### src/evpa_pkg.sv
// Shared types and constants of the voice pool allocator.
// Depends on nothing; the allocator modules and the checker import it.
package evpa_pkg;

    // configuration register indexes
    localparam int          CFG_IDX_W         = 3;
    localparam logic [2:0]  CFG_POOL_SIZE     = 3'd0;
    localparam logic [2:0]  CFG_MIN_LEVEL     = 3'd1;
    localparam logic [2:0]  CFG_MAX_RANGE     = 3'd2;
    localparam logic [2:0]  CFG_COOLDOWN_US   = 3'd3;
    localparam logic [2:0]  CFG_SAMPLE_PRESENT = 3'd4;

    localparam int          MASK_W      = 10;
    localparam logic [15:0] PITCH_UNITY = 16'd16384;
    localparam logic [19:0] PITCH_MIN   = 20'd8192;
    localparam logic [19:0] PITCH_MAX   = 20'd32768;
    localparam logic [15:0] RATE_UNITY  = 16'd256;
    // ceil(2^25 / 5): rate*64/5 == (rate * DIV5_RECIP) >> 19 for 16-bit rate
    localparam logic [22:0] DIV5_RECIP  = 23'd6710887;
    localparam logic [6:0]  POOL_MAX    = 7'd64;

    typedef enum logic [2:0] {
        OC_COOLDOWN  = 3'd0,
        OC_TOO_FAR   = 3'd1,
        OC_TOO_QUIET = 3'd2,
        OC_NO_SAMPLE = 3'd3,
        OC_VIRTUAL   = 3'd4,
        OC_STARTED   = 3'd5
    } t_outcome;

    // controller -> datapath
    typedef struct packed {
        logic load;
        logic clr;
        logic cool;
        logic sq;
        logic rng;
        logic sqrt;
        logic div;
        logic prio;
        logic scan;
        logic fin;
    } t_cmd;

    // datapath -> controller
    typedef struct packed {
        logic [4:0] cnt;
        logic       cool_rej;
        logic       rng_rej;
        logic       full;
        logic       out_busy;
    } t_stat;

    // per-kind mask bit; kinds past the mask width read as clear
    function automatic logic kbit(input logic [MASK_W-1:0] m, input int unsigned i);
        logic b;
        b = 1'b0;
        if (i < MASK_W) begin
            b = m[i[3:0]];
        end
        return b;
    endfunction

endpackage

### src/evpa_if.sv
// Event and result channel interfaces (valid/ready).
// Depends on nothing.
interface evpa_in_if;
    logic               valid;
    logic               ready;
    logic        [3:0]  event_kind;
    logic signed [23:0] src_x;
    logic signed [23:0] src_y;
    logic signed [23:0] src_z;
    logic signed [23:0] lis_x;
    logic signed [23:0] lis_y;
    logic signed [23:0] lis_z;
    logic        [15:0] intensity;
    logic        [15:0] rate;
    logic        [47:0] now_us;
    logic        [9:0]  playing_mask;

    modport source (output valid, event_kind, src_x, src_y, src_z, lis_x, lis_y, lis_z,
                    intensity, rate, now_us, playing_mask, input ready);
    modport sink   (input valid, event_kind, src_x, src_y, src_z, lis_x, lis_y, lis_z,
                    intensity, rate, now_us, playing_mask, output ready);
endinterface

interface evpa_out_if;
    logic        valid;
    logic        ready;
    logic [2:0]  outcome;
    logic        steal_valid;
    logic [3:0]  steal_kind;
    logic [15:0] volume;
    logic [15:0] pitch;
    logic [15:0] priority_res;
    logic [6:0]  active_count;

    modport source (output valid, outcome, steal_valid, steal_kind, volume, pitch,
                    priority_res, active_count, input ready);
    modport sink   (input valid, outcome, steal_valid, steal_kind, volume, pitch,
                    priority_res, active_count, output ready);
endinterface

### src/event_voice_pool_allocator.sv
// Voice pool allocator: takes one sound event word at a time, rejects it on
// cooldown, range, level or missing sample, computes its priority (square
// root of the squared distance, then a 17-step divide by the range) and,
// with the pool full, steals the weakest lower-priority playing voice.
// An event rejected at the cooldown check ends there, one rejected at the
// range check ends after the squares and that check, and any other event
// runs 25 root steps, 17 divide steps and, when the pool is full, one scan
// step per kind; one event is in work at a time. The result word sits in an
// output register, and the next event is taken while it waits.
// Depends on evpa_pkg, evpa_if, evpa_ctrl and evpa_dp.
module event_voice_pool_allocator
    import evpa_pkg::*;
#(
    parameter int NUM_KINDS = 10
) (
    input  logic                 i_clk,
    input  logic                 i_rst_n,
    evpa_in_if.sink              i_evt,
    evpa_out_if.source           o_res,
    input  logic                 i_cfg_we,
    input  logic [CFG_IDX_W-1:0] i_cfg_idx,
    input  logic [31:0]          i_cfg_wdata
);

    t_cmd  w_cmd;
    t_stat w_stat;
    logic  w_in_ready;

    evpa_ctrl #(
        .NUM_KINDS (NUM_KINDS)
    ) u_ctrl (
        .i_clk      (i_clk),
        .i_rst_n    (i_rst_n),
        .i_in_valid (i_evt.valid),
        .o_in_ready (w_in_ready),
        .i_stat     (w_stat),
        .o_cmd      (w_cmd)
    );

    evpa_dp #(
        .NUM_KINDS (NUM_KINDS)
    ) u_dp (
        .i_clk       (i_clk),
        .i_rst_n     (i_rst_n),
        .i_evt       (i_evt),
        .o_res       (o_res),
        .i_in_ready  (w_in_ready),
        .i_cfg_we    (i_cfg_we),
        .i_cfg_idx   (i_cfg_idx),
        .i_cfg_wdata (i_cfg_wdata),
        .i_cmd       (w_cmd),
        .o_stat      (w_stat)
    );

endmodule

### src/evpa_ctrl.sv
// Sequencer of the allocator: steps one event through its phases.
// Depends on evpa_pkg.
module evpa_ctrl
    import evpa_pkg::*;
#(
    parameter int NUM_KINDS = 10
) (
    input  logic  i_clk,
    input  logic  i_rst_n,
    input  logic  i_in_valid,
    output logic  o_in_ready,
    input  t_stat i_stat,
    output t_cmd  o_cmd
);

    typedef enum logic [8:0] {
        S_IDLE = 9'b000000001,
        S_COOL = 9'b000000010,
        S_SQ   = 9'b000000100,
        S_RNG  = 9'b000001000,
        S_SQRT = 9'b000010000,
        S_DIV  = 9'b000100000,
        S_PRIO = 9'b001000000,
        S_SCAN = 9'b010000000,
        S_FIN  = 9'b100000000
    } t_state;

    t_state r_state, n_state;

    assign o_in_ready = (r_state == S_IDLE);

    // next state and commands
    always_comb begin
        n_state = r_state;
        o_cmd   = '0;
        case (r_state)
            S_IDLE: begin
                if (i_in_valid) begin
                    o_cmd.load = 1'b1;
                    o_cmd.clr  = 1'b1;
                    n_state    = S_COOL;
                end
            end
            S_COOL: begin
                o_cmd.cool = 1'b1;
                o_cmd.clr  = 1'b1;
                n_state    = i_stat.cool_rej ? S_FIN : S_SQ;
            end
            S_SQ: begin
                o_cmd.sq = 1'b1;
                if (i_stat.cnt == 5'd4) begin
                    o_cmd.clr = 1'b1;
                    n_state   = S_RNG;
                end
            end
            S_RNG: begin
                o_cmd.rng = 1'b1;
                o_cmd.clr = 1'b1;
                n_state   = i_stat.rng_rej ? S_FIN : S_SQRT;
            end
            S_SQRT: begin
                o_cmd.sqrt = 1'b1;
                if (i_stat.cnt == 5'd24) begin
                    o_cmd.clr = 1'b1;
                    n_state   = S_DIV;
                end
            end
            S_DIV: begin
                o_cmd.div = 1'b1;
                if (i_stat.cnt == 5'd16) begin
                    o_cmd.clr = 1'b1;
                    n_state   = S_PRIO;
                end
            end
            S_PRIO: begin
                o_cmd.prio = 1'b1;
                o_cmd.clr  = 1'b1;
                n_state    = i_stat.full ? S_SCAN : S_FIN;
            end
            S_SCAN: begin
                o_cmd.scan = 1'b1;
                if (i_stat.cnt == 5'(NUM_KINDS - 1)) begin
                    o_cmd.clr = 1'b1;
                    n_state   = S_FIN;
                end
            end
            S_FIN: begin
                // wait until the output register is free
                if (!i_stat.out_busy) begin
                    o_cmd.fin = 1'b1;
                    n_state   = S_IDLE;
                end
            end
            default: n_state = S_IDLE;
        endcase
    end

    always_ff @(posedge i_clk) begin
        if (!i_rst_n) begin
            r_state <= S_IDLE;
        end else begin
            r_state <= n_state;
        end
    end

endmodule

### src/evpa_dp.sv
// Datapath of the allocator: config, per-kind state, square root, divider,
// weakest-voice scan and the output register. Depends on evpa_pkg, evpa_if.
module evpa_dp
    import evpa_pkg::*;
#(
    parameter int NUM_KINDS = 10
) (
    input  logic                 i_clk,
    input  logic                 i_rst_n,
    evpa_in_if.sink              i_evt,
    evpa_out_if.source           o_res,
    input  logic                 i_in_ready,
    input  logic                 i_cfg_we,
    input  logic [CFG_IDX_W-1:0] i_cfg_idx,
    input  logic [31:0]          i_cfg_wdata,
    input  t_cmd                 i_cmd,
    output t_stat                o_stat
);

    localparam int KW = (NUM_KINDS > 1) ? $clog2(NUM_KINDS) : 1;

    // configuration
    logic [6:0]  r_pool_size;
    logic [15:0] r_min_level;
    logic [22:0] r_max_range;
    logic [31:0] r_cooldown;
    logic [9:0]  r_sample;

    // captured event
    logic [3:0]  r_kind;
    logic [23:0] r_src_x, r_src_y, r_src_z, r_lis_x, r_lis_y, r_lis_z;
    logic [15:0] r_intensity, r_rate;
    logic [47:0] r_now;
    logic [9:0]  r_play;

    // working registers
    logic [4:0]  r_cnt;
    logic [23:0] r_ad0, r_ad1, r_ad2;
    logic [19:0] r_pq;
    logic [47:0] r_prod;
    logic [49:0] r_sum;
    logic [45:0] r_mr2;
    logic [49:0] r_rem, r_res, r_bit;
    logic [23:0] r_drem;
    logic [16:0] r_q;
    logic [15:0] r_prio;
    logic [15:0] r_wpri;
    logic        r_wfound;
    logic [KW-1:0] r_widx;
    logic        r_full;
    t_outcome    r_outcome;
    logic        r_rec;

    // per-kind state
    logic [47:0] r_last [NUM_KINDS];
    logic        r_seen [NUM_KINDS];
    logic [15:0] r_vp   [NUM_KINDS];
    logic [6:0]  r_active;

    // output register
    logic        r_ov;
    t_outcome    r_o_outcome;
    logic        r_o_steal_valid;
    logic [3:0]  r_o_steal_kind;
    logic [15:0] r_o_volume, r_o_pitch, r_o_prio;
    logic [6:0]  r_o_active;

    function automatic logic [23:0] absdiff(input logic [23:0] a, input logic [23:0] b);
        logic [24:0] d;
        d = {a[23], a} - {b[23], b};
        return d[24] ? 24'(-d) : d[23:0];
    endfunction

    // effective pool size, clamped to 1..64
    logic [6:0] w_pool;
    assign w_pool = (r_pool_size == 7'd0) ? 7'd1 :
                    (r_pool_size > POOL_MAX) ? POOL_MAX : r_pool_size;

    logic [KW-1:0] w_k;
    logic          w_kok;
    assign w_k   = KW'(r_kind);
    assign w_kok = (32'(r_kind) < 32'(NUM_KINDS));

    // cooldown check
    logic [48:0] w_tdiff;
    logic        w_cool_hit;
    assign w_tdiff    = {1'b0, r_now} - {1'b0, r_last[w_k]};
    assign w_cool_hit = r_seen[w_k] && (w_tdiff[48] || (w_tdiff[47:0] < {16'd0, r_cooldown}));

    // squarer shared by the three axes and the range limit
    logic [23:0] w_mop;
    logic [47:0] w_sqr;
    always_comb begin
        case (r_cnt)
            5'd0:    w_mop = r_ad0;
            5'd1:    w_mop = r_ad1;
            5'd2:    w_mop = r_ad2;
            default: w_mop = {1'b0, r_max_range};
        endcase
    end
    assign w_sqr = 48'(w_mop) * 48'(w_mop);

    logic [38:0] w_rmul;
    assign w_rmul = 39'(r_rate) * 39'(DIV5_RECIP);

    // range, level and sample checks
    logic w_far, w_quiet, w_nosmp;
    assign w_far   = r_sum > 50'(r_mr2);
    assign w_quiet = r_intensity < r_min_level;
    assign w_nosmp = !kbit(r_sample, 32'(r_kind));

    // square root step
    logic [49:0] w_trial;
    assign w_trial = r_res + r_bit;

    // divider step: d * 65536 / max_range, one quotient bit a cycle
    logic [23:0] w_dnum;
    logic        w_dge;
    assign w_dnum = (r_cnt == 5'd0) ? r_res[23:0] : {r_drem[22:0], 1'b0};
    assign w_dge  = w_dnum >= {1'b0, r_max_range};

    // priority
    logic [16:0] w_factor;
    logic [32:0] w_pmul;
    assign w_factor = r_q[16] ? 17'd0 : (17'd65536 - r_q);
    assign w_pmul   = 33'(r_intensity) * 33'(w_factor);

    // scan candidate
    logic [KW-1:0] w_si;
    logic          w_cand;
    assign w_si   = r_cnt[KW-1:0];
    assign w_cand = kbit(r_sample, 32'(r_cnt)) && kbit(r_play, 32'(r_cnt)) &&
                    (r_vp[w_si] < r_wpri);

    // final decision and recount
    logic        w_virt, w_start;
    logic [9:0]  w_play2;
    logic [5:0]  w_cnt;
    logic [6:0]  w_newact, w_oldact;
    logic [15:0] w_pitch;
    assign w_virt  = (r_outcome == OC_STARTED) && r_full && !r_wfound;
    assign w_start = (r_outcome == OC_STARTED) && !w_virt;

    always_comb begin
        for (int i = 0; i < MASK_W; i++) begin
            w_play2[i] = (r_play[i] && !(r_full && (32'(r_widx) == i))) ||
                         (32'(r_kind) == i);
        end
        w_cnt = '0;
        for (int i = 0; i < NUM_KINDS; i++) begin
            w_cnt = w_cnt + 6'(kbit(r_sample, i) && kbit(w_play2, i));
        end
    end
    assign w_newact = (7'(w_cnt) < w_pool) ? 7'(w_cnt) : w_pool;
    assign w_oldact = (r_active < w_pool) ? r_active : w_pool;
    assign w_pitch  = (r_rate <= RATE_UNITY) ? PITCH_UNITY :
                      (r_pq < PITCH_MIN) ? PITCH_MIN[15:0] :
                      (r_pq > PITCH_MAX) ? PITCH_MAX[15:0] : r_pq[15:0];

    // status to the controller
    assign o_stat.cnt      = r_cnt;
    assign o_stat.cool_rej = !w_kok || w_cool_hit;
    assign o_stat.rng_rej  = w_far || w_quiet || w_nosmp;
    assign o_stat.full     = (r_active >= w_pool);
    assign o_stat.out_busy = r_ov;

    assign i_evt.ready = i_in_ready;

    // control and per-kind state with reset
    always_ff @(posedge i_clk) begin
        if (!i_rst_n) begin
            r_pool_size <= 7'd8;
            r_min_level <= 16'd0;
            r_max_range <= 23'd51200;
            r_cooldown  <= 32'd0;
            r_sample    <= 10'h3FF;
            r_active    <= 7'd0;
            r_ov        <= 1'b0;
            for (int i = 0; i < NUM_KINDS; i++) begin
                r_seen[i] <= 1'b0;
                r_vp[i]   <= 16'd0;
            end
        end else begin
            if (i_cfg_we) begin
                case (i_cfg_idx)
                    CFG_POOL_SIZE:      r_pool_size <= i_cfg_wdata[6:0];
                    CFG_MIN_LEVEL:      r_min_level <= i_cfg_wdata[15:0];
                    CFG_MAX_RANGE:      r_max_range <= i_cfg_wdata[22:0];
                    CFG_COOLDOWN_US:    r_cooldown  <= i_cfg_wdata;
                    CFG_SAMPLE_PRESENT: r_sample    <= i_cfg_wdata[9:0];
                    default: ;
                endcase
            end
            if (r_ov && o_res.ready) begin
                r_ov <= 1'b0;
            end
            if (i_cmd.fin) begin
                r_ov <= 1'b1;
                if (w_start || w_virt || r_rec) begin
                    r_seen[w_k] <= 1'b1;
                end
                if (w_start) begin
                    r_vp[w_k] <= r_prio;
                    r_active  <= w_newact;
                end
            end
        end
    end

    // payload and working registers
    always_ff @(posedge i_clk) begin
        r_cnt <= i_cmd.clr ? 5'd0 : r_cnt + 5'd1;
        if (i_cmd.load) begin
            r_kind      <= i_evt.event_kind;
            r_src_x     <= i_evt.src_x;
            r_src_y     <= i_evt.src_y;
            r_src_z     <= i_evt.src_z;
            r_lis_x     <= i_evt.lis_x;
            r_lis_y     <= i_evt.lis_y;
            r_lis_z     <= i_evt.lis_z;
            r_intensity <= i_evt.intensity;
            r_rate      <= i_evt.rate;
            r_now       <= i_evt.now_us;
            r_play      <= i_evt.playing_mask;
        end
        if (i_cmd.cool) begin
            r_outcome <= w_kok ? OC_COOLDOWN : OC_NO_SAMPLE;
            r_rec     <= 1'b0;
            r_full    <= 1'b0;
            r_ad0     <= absdiff(r_src_x, r_lis_x);
            r_ad1     <= absdiff(r_src_y, r_lis_y);
            r_ad2     <= absdiff(r_src_z, r_lis_z);
            r_pq      <= w_rmul[38:19];
        end
        // squares: product registered, accumulated in the following cycle
        if (i_cmd.sq) begin
            if (r_cnt < 5'd4) begin
                r_prod <= w_sqr;
            end
            if (r_cnt == 5'd1) begin
                r_sum <= 50'(r_prod);
            end else if (r_cnt == 5'd2 || r_cnt == 5'd3) begin
                r_sum <= r_sum + 50'(r_prod);
            end else if (r_cnt == 5'd4) begin
                r_mr2 <= r_prod[45:0];
            end
        end
        if (i_cmd.rng) begin
            r_outcome <= w_far ? OC_TOO_FAR : (w_quiet ? OC_TOO_QUIET : OC_NO_SAMPLE);
            r_rec     <= !w_far && !w_quiet;
            r_rem     <= r_sum;
            r_res     <= '0;
            r_bit     <= 50'd1 << 48;
        end
        // one root bit a cycle
        if (i_cmd.sqrt) begin
            if (r_rem >= w_trial) begin
                r_rem <= r_rem - w_trial;
                r_res <= (r_res >> 1) + r_bit;
            end else begin
                r_res <= r_res >> 1;
            end
            r_bit <= r_bit >> 2;
        end
        if (i_cmd.div) begin
            r_drem <= w_dge ? (w_dnum - {1'b0, r_max_range}) : w_dnum;
            r_q    <= {r_q[15:0], w_dge};
        end
        if (i_cmd.prio) begin
            r_prio    <= w_pmul[31:16];
            r_wpri    <= w_pmul[31:16];
            r_wfound  <= 1'b0;
            r_widx    <= '0;
            r_full    <= o_stat.full;
            r_outcome <= OC_STARTED;
        end
        // weakest lower-priority voice, first kind wins ties
        if (i_cmd.scan && w_cand) begin
            r_wpri   <= r_vp[w_si];
            r_widx   <= w_si;
            r_wfound <= 1'b1;
        end
        if (i_cmd.fin) begin
            if (w_start || w_virt || r_rec) begin
                r_last[w_k] <= r_now;
            end
            r_o_outcome     <= w_virt ? OC_VIRTUAL : r_outcome;
            r_o_steal_valid <= w_start && r_full;
            r_o_steal_kind  <= (w_start && r_full) ? 4'(r_widx) : 4'd0;
            r_o_volume      <= w_start ? r_intensity : 16'd0;
            r_o_pitch       <= w_start ? w_pitch : PITCH_UNITY;
            r_o_prio        <= (r_outcome == OC_STARTED) ? r_prio : 16'd0;
            r_o_active      <= w_start ? w_newact : w_oldact;
        end
    end

    assign o_res.valid        = r_ov;
    assign o_res.outcome      = r_o_outcome;
    assign o_res.steal_valid  = r_o_steal_valid;
    assign o_res.steal_kind   = r_o_steal_kind;
    assign o_res.volume       = r_o_volume;
    assign o_res.pitch        = r_o_pitch;
    assign o_res.priority_res = r_o_prio;
    assign o_res.active_count = r_o_active;

endmodule

### src/flat_wrapper.sv
// flat-port wrapper written by rule: the top's interface ports become plain ports
module event_voice_pool_allocator_flat import evpa_pkg::*;
#(
    parameter int NUM_KINDS = 10
)
  (i_clk, i_rst_n, i_cfg_we, i_cfg_idx, i_cfg_wdata, i_evt_valid, i_evt_event_kind, i_evt_src_x, i_evt_src_y, i_evt_src_z, i_evt_lis_x, i_evt_lis_y, i_evt_lis_z, i_evt_intensity, i_evt_rate, i_evt_now_us, i_evt_playing_mask, i_evt_ready, o_res_valid, o_res_outcome, o_res_steal_valid, o_res_steal_kind, o_res_volume, o_res_pitch, o_res_priority_res, o_res_active_count, o_res_ready);
  evpa_in_if i_evt_i ();
  evpa_out_if o_res_i ();
  input  logic i_clk;
  input  logic i_rst_n;
  input  logic i_cfg_we;
  input  logic [CFG_IDX_W-1:0] i_cfg_idx;
  input  logic [31:0] i_cfg_wdata;
  input wire logic [$bits(i_evt_i.valid)-1:0] i_evt_valid;
  input wire logic [$bits(i_evt_i.event_kind)-1:0] i_evt_event_kind;
  input wire logic [$bits(i_evt_i.src_x)-1:0] i_evt_src_x;
  input wire logic [$bits(i_evt_i.src_y)-1:0] i_evt_src_y;
  input wire logic [$bits(i_evt_i.src_z)-1:0] i_evt_src_z;
  input wire logic [$bits(i_evt_i.lis_x)-1:0] i_evt_lis_x;
  input wire logic [$bits(i_evt_i.lis_y)-1:0] i_evt_lis_y;
  input wire logic [$bits(i_evt_i.lis_z)-1:0] i_evt_lis_z;
  input wire logic [$bits(i_evt_i.intensity)-1:0] i_evt_intensity;
  input wire logic [$bits(i_evt_i.rate)-1:0] i_evt_rate;
  input wire logic [$bits(i_evt_i.now_us)-1:0] i_evt_now_us;
  input wire logic [$bits(i_evt_i.playing_mask)-1:0] i_evt_playing_mask;
  output wire logic [$bits(i_evt_i.ready)-1:0] i_evt_ready;
  output wire logic [$bits(o_res_i.valid)-1:0] o_res_valid;
  output wire logic [$bits(o_res_i.outcome)-1:0] o_res_outcome;
  output wire logic [$bits(o_res_i.steal_valid)-1:0] o_res_steal_valid;
  output wire logic [$bits(o_res_i.steal_kind)-1:0] o_res_steal_kind;
  output wire logic [$bits(o_res_i.volume)-1:0] o_res_volume;
  output wire logic [$bits(o_res_i.pitch)-1:0] o_res_pitch;
  output wire logic [$bits(o_res_i.priority_res)-1:0] o_res_priority_res;
  output wire logic [$bits(o_res_i.active_count)-1:0] o_res_active_count;
  input wire logic [$bits(o_res_i.ready)-1:0] o_res_ready;
  assign i_evt_i.valid = i_evt_valid;
  assign i_evt_i.event_kind = i_evt_event_kind;
  assign i_evt_i.src_x = i_evt_src_x;
  assign i_evt_i.src_y = i_evt_src_y;
  assign i_evt_i.src_z = i_evt_src_z;
  assign i_evt_i.lis_x = i_evt_lis_x;
  assign i_evt_i.lis_y = i_evt_lis_y;
  assign i_evt_i.lis_z = i_evt_lis_z;
  assign i_evt_i.intensity = i_evt_intensity;
  assign i_evt_i.rate = i_evt_rate;
  assign i_evt_i.now_us = i_evt_now_us;
  assign i_evt_i.playing_mask = i_evt_playing_mask;
  assign i_evt_ready = i_evt_i.ready;
  assign o_res_valid = o_res_i.valid;
  assign o_res_outcome = o_res_i.outcome;
  assign o_res_steal_valid = o_res_i.steal_valid;
  assign o_res_steal_kind = o_res_i.steal_kind;
  assign o_res_volume = o_res_i.volume;
  assign o_res_pitch = o_res_i.pitch;
  assign o_res_priority_res = o_res_i.priority_res;
  assign o_res_active_count = o_res_i.active_count;
  assign o_res_i.ready = o_res_ready;
  event_voice_pool_allocator #(.NUM_KINDS(NUM_KINDS)) u_core (.i_clk(i_clk), .i_rst_n(i_rst_n), .i_evt(i_evt_i), .o_res(o_res_i), .i_cfg_we(i_cfg_we), .i_cfg_idx(i_cfg_idx), .i_cfg_wdata(i_cfg_wdata));
endmodule
### config.mk
export PLATFORM = sky130hd
export DESIGN_NAME = event_voice_pool_allocator_flat
export DESIGN_NICKNAME = d
export VERILOG_FILES = /design/src/evpa_pkg.sv /design/src/evpa_if.sv /design/src/event_voice_pool_allocator.sv /design/src/evpa_ctrl.sv /design/src/evpa_dp.sv /design/src/flat_wrapper.sv
export SDC_FILE = /design/constraint.sdc
export NUM_CORES = 2
export LEC_CHECK = 0
export BUFFER_PORTS_ARGS = -buffer_cell sky130_fd_sc_hd__buf_2
export CAP_MARGIN = 30
export CORE_MARGIN = 1
export CORE_UTILIZATION = 40
export CTS_BUF_LIST = sky130_fd_sc_hd__clkbuf_4 sky130_fd_sc_hd__clkbuf_8
export DETAILED_ROUTE_END_ITERATION = 10
export GPL_ROUTABILITY_DRIVEN = 1
export PLACE_DENSITY_LB_ADDON = 0.3
export RECOVER_POWER = 25
export SYNTH_ARGS = -nofsm -noshare
export SYNTH_HDL_FRONTEND = slang
export SYNTH_SLANG_ARGS = --single-unit
export TNS_END_PERCENT = 50
### constraint.sdc
create_clock -name i_clk -period 28.7 [get_ports i_clk]
set_input_delay 0 -clock i_clk [delete_from_list [all_inputs] [get_ports i_clk]]
set_output_delay 0 -clock i_clk [all_outputs]
set_load 0.01 [all_outputs]
After elaboration in Yosys (flattened, before gate mapping)
Memory sizes are Yosys's and may differ from the RTL's. A register that Yosys moved wholly into a read port is not among the register bits.
Index checks and enable logic that the tools add are counted.
- add/subtract/negate cells: 23
- multiply operators: 3
- $lt $le $gt $ge: 18
- eq/ne operators: 45
- muxes and demuxes: 92
- bitwise logic cells: 3
- reductions and logical operators: 100
- operator list (operator ; number):
    50-bit 2-to-1 mux ; 7
    24-bit 2-to-1 mux ; 4
    47-bit 2-to-1 mux ; 2
    9-bit 2-to-1 mux ; 9
    9-bit one-hot mux with 9 select lines ; 1
    24-bit by 24-bit subtractor with 25-bit output ; 3
    24-bit negator ; 3
    24-bit one-hot mux with 3 select lines ; 1
    16-bit 2-to-1 mux ; 4
    49-bit by 49-bit adder with 50-bit output ; 1
    50-bit by 48-bit adder with 50-bit output ; 1
    50-bit by 49-bit adder with 50-bit output ; 1
    50-bit greater-or-equal comparator ; 1
    50-bit by 46-bit > comparator with 1-bit output ; 1
    50-bit subtractor ; 1
    48-bit by 48-bit subtractor with 49-bit output ; 1
    48-bit by 32-bit < comparator with 1-bit output ; 1
    24-bit by 24-bit multiplier with 48-bit output ; 1
    48-bit 2-to-1 mux ; 1
    1-bit logical AND ; 40
    16-bit by 23-bit multiplier with 39-bit output (second input constant) ; 1
    1-bit 2-to-1 mux ; 39
    7-bit 2-to-1 mux ; 5
    4-bit by 3-bit == test with 1-bit output (second input constant) ; 8
    68 further kinds ; 147
- flip-flop bits (word level): 854
- memory bits (writable): 650
- bits of input ports: 278
- output and inout port bits: 65
- word-level logic and storage cells: 337
- memories: 3
- memories (memory ; words ; bits a word ; rd ports ; clocked after memory_dff ; wr ports ; RTL line ; text):
    u_core.u_dp.r_last ; 10 ; 48 ; 1 ; 1 ; 1 ; evpa_dp.sv:55 ; logic [47:0] r_last [NUM_KINDS];
    u_core.u_dp.r_vp ; 10 ; 16 ; 1 ; 1 ; 10 ; evpa_dp.sv:57 ; logic [15:0] r_vp [NUM_KINDS];
    u_core.u_dp.r_seen ; 10 ; 1 ; 1 ; 1 ; 10 ; evpa_dp.sv:56 ; logic r_seen [NUM_KINDS];

Depth between registers and ports, before layout
- depth after elaboration: 18
- depth in mapped cells: 43
- mapped depth without buffers: 36

Cells and area by module
Synthesis repeated with hierarchy kept, for this count alone.
- cell total of the unflattened synthesis: 9779
- area total of the unflattened synthesis: 109958.0 sq um
- by module, submodules not included (module ; instances ; cells each ; area each (sq um) ; sequential area each (sq um)):
    evpa_dp ; 1 ; 9698 ; 109326.1 ; 46324.4
    evpa_ctrl ; 1 ; 81 ; 631.9 ; 180.2

Worst setup path before layout
No wires, ideal clock.
- path kind: register to register
- from: reg u_core.u_ctrl.r_state[1]
- to: mem u_core.u_dp.r_last[0][0] (enable)
- setup time: 455 ps
- arrival time: 11395 ps
- data required time: 28245 ps
- path slack: 16851 ps
- stages on the path, launching flop included: 6
- buffers on the path: 0
- period minus slack after synthesis: 11849 ps
- cell sequence: dfxtp_1 > nor4_1 > nand2_1 > nor4b_1 > o21ai_0 > nor2_1
- RTL lines (what ; RTL line ; text):
    start, declared ; evpa_ctrl.sv:28 ; t_state r_state, n_state;
    start signal, assigned ; evpa_ctrl.sv:102 ; r_state <= n_state;
    end, declared ; evpa_dp.sv:55 ;

Final worst setup path
- from: reg u_core.u_dp.r_cnt[3]
- to: reg u_core.u_dp.r_prod[47], data pin
- longest elaborated chain between the ends: 3
- elaborated cells between the ends (all ways): 5
- classes of those cells: mul (1); eq/ne (2); mux (1); reduce/logical (1)
- ends and longest elaborated chain (what ; RTL line ; text):
    start, declared ; evpa_dp.sv:37 ; logic [4:0] r_cnt;
    start signal, assigned ; evpa_dp.sv:212 ; r_cnt <= i_cmd.clr ? 5'd0 : r_cnt + 5'd1;
    5-bit by 2-bit == test with 1-bit output, or another cell as far along ; evpa_dp.sv:94 ; case (r_cnt)
    24-bit one-hot mux with 3 select lines (*) ; evpa_dp.sv:94 ;
    24-bit by 24-bit multiplier with 48-bit output (*) ; evpa_dp.sv:101 ; assign w_sqr = 48'(w_mop) * 48'(w_mop);
    via u_core.u_dp.w_sqr[47] ; evpa_dp.sv:92 ; logic [47:0] w_sqr;
    end signal, assigned ; evpa_dp.sv:238 ; r_prod <= w_sqr;
    end, declared ; evpa_dp.sv:40 ; logic [47:0] r_prod;
The timed path passes the listed nets; every way through them passes the cells marked *.
A chain may end at the register's enable or synchronous reset.

==> metrics.txt <==
Slew HR 31.1%; DP HPWL 225000 um; Tot GR Track Use 22.3%; Final Skew 0.0979 ns; max-cap check violation count 0; minimum clock period 11.56 ns; post-layout net count 12.6k; Post-Route WL 310000 um; Clock Sinks 1608; slowest CP cell nor4bb_1; post-synthesis sequential area ratio 42.4%; Synth Area per Inst 11.2 um2; Worst Hold Margin 0.160 ns; H-tree depth 5; Worst EP required 29.35 ns; # hold bufs at CTS 583; largest net degree at the start of global routing 145; Crit path largest cell delay 0.74 ns; CTS-repair resized insts 0; CTS Buffer Depth 4; synth warn 0; drc violations 0; share of layout cells above drive strength 1 11.5%; core box area 272000 um2; ys async rst share 0%; Hold Violations, Final 0; Mapped Cells 9772; Final TNS setup 0 ns; Die ar. 276000 um2; CTS Buf Count 286; CTS tree done; worst setup path class flip-flop to flip-flop; Chip Width 525 um; first-pass GRT wire length 476000 um; clk slew on worst S/H paths 0.06 ns; vias in the first global route 79.9k; worst-margin pin slew 1.03 ns; Initial Util 40.3%; drt first pass iters 9; # rows 191; CP Capture Type flip-flop; period utilization 40.3%; Clock Latency Late Sink 0.99 ns; GRT overflow 0; main flop type after synthesis edfxtp_1; Area Growth Syn to Fin 16.1%; detailed-route via count 78.0k; synthesized area 110000 um2; Post-CTS Setup Bufs 0; initial DRC count 6074; vias per inst 5.35; Post-synth EDFFs 1430; Critical Path Start Type flip-flop; fmax 86.5 MHz; clk root buf clkbuf_8; port buffer count 342; IO Count 343; most frequent CP cell fa_1; outcome finished clean; Top delay family on crit path adder cells; GPL Wtd Cong 0.934; worst min path class input port to flip-flop; Yosys reg bits 1608; Final ANT Viol Nets 0; final setup vio count 0; Worst EP arrival 12.21 ns; CP bufs+invs 9; antenna violations before repair 13; routed len/inst 21.3 um; post-synthesis net count 11.6k; Die Height 525 um; RSZ-0062 raised after global routing false; final slew viol count 0; Netlist cell types 109; peak fanout along the critical path 73
-- cell families after synthesis --
logic type | share of synthesized area [%]
buf+inv | 5.70
fa+ha+maj | 22.7
compound gates | 9.55
xor+xnor | 3.64
flops | 42.4
mux | 5.53
simple gates | 10.4
-- layout by cell type, fill, tap and decap left out, drive strengths merged, types with 44 or more instances in the layout --
cell type       n
edfxtp       1430
inv          1334
nand2        1007
ha            824
fa            729
nor2          690
dlygate4sd3   583
buf           441
a21oi         415
clkbuf        410
o21ai         393
xnor2         256
and2          222
xor2          197
mux4          181
a21o          181
dfxtp         178
clkinv        100
a21boi         96
mux2           95
nand3          92
mux2i          91
nor3           81
nand4          75
a31oi          74
a211oi         74
nor2b          73
o21a           68
nand2b         63
o21bai         54
and3           51
o211ai         44
-- worst paths after layout --
path | from | cells past startpoint | slack, ns | to
max | u_core.u_dp.r_cnt[3] | 34 | 17.14 | u_core.u_dp.r_prod[47]
min | i_rst_n | 3 | 0.16 | u_core.u_dp.r_sample[4]
max reg2reg | u_core.u_dp.r_cnt[3] | 34 | 17.14 | u_core.u_dp.r_prod[47]
min reg2reg | u_core.u_dp.r_seen[7] | 1 | 0.46 | u_core.u_dp.r_seen[7]
-- per-layer routing --
metal	GRT usage, %	share of wire, %
met1	30.6	44
met5	0	0.016
met2	35.7	46
met3	3.69	6.5
met4	7.37	3.4
-- worst reg2reg max path: cells and delay by family, from the launching register on --
kind / cells / cell delay (ns)
compound gates: 10 / 2.21
buf+inv: 9 / 2.12
simple gates: 6 / 2.57
fa+ha+maj: 8 / 3.96
xor+xnor: 1 / 0.09
flops: 1 / 0.29
-- state kept, by name (all words and copies together) (netlist names), 20 cells and up, named ones only --
signal and count:
u_core.u_dp.r_lis_x 24, u_core.u_dp.r_last 480, u_core.u_dp.r_lis_y 24, u_core.u_dp.r_prod 47, u_core.u_dp.r_src_x 24, u_core.u_dp.r_src_z 24
u_core.u_dp.r_res 50, u_core.u_dp.r_lis_z 24, u_core.u_dp.r_ad0 24, u_core.u_dp.r_mr2 45, u_core.u_dp.r_drem 23, u_core.u_dp.r_ad1 24
u_core.u_dp.r_pq 20, u_core.u_dp.r_vp 256, u_core.u_dp.r_rem 50, u_core.u_dp.r_now 48, u_core.u_dp.r_bit 25, u_core.u_dp.r_ad2 24
u_core.u_dp.r_max_range 23, u_core.u_dp.r_sum 50, u_core.u_dp.r_cooldown 32, u_core.u_dp.r_src_y 24
-- synth_stat cells (95+ instances only) --
cell type,number,share of area [%]
dfxtp_1,178,3.3
mux2_2,95,0.98
fa_1,729,13
xnor2_1,256,2.0
edfxtp_1,1430,39
o21ai_0,348,1.6
clkbuf_1,272,0.93
inv_1,1323,4.5
and2_1,219,1.3
a21oi_1,413,1.9
a21o_1,181,1.2
nor2_1,688,2.4
mux4_2,181,3.7
ha_1,824,9.4
xor2_1,196,1.6
nand2_1,1007,3.4
-- metrics by stage --
step | setup slack (ns) | cell area [um2] | std cells | util, %
after floorplan | 16.85 | 110000 | 9772 | -
after global placement | 17.35 | 116000 | 13500 | 42.6
after detailed placement | 17.18 | 116000 | 13500 | 42.6
after CTS | 17.16 | 127000 | 14600 | 46.8
after global routing | 16.61 | 127000 | 14600 | 46.8
final | 17.14 | 127000 | 14600 | 46.8
-- cell type report --
class,instances,area [um2]
Multi-Input combinational cell,6505,57000
Antenna cell,10,25.0
Clock buffer,374,4630
Inverter,1331,5010
Fill cell,24400,144000
Clock inverter,127,956
Sequential cell,1608,46500
Tap cell,3570,4470
Timing Repair Buffer,1060,8620
Power is not shown: default switching activity piles up to over one toggle a cycle in this logic, so the estimate is an artifact.
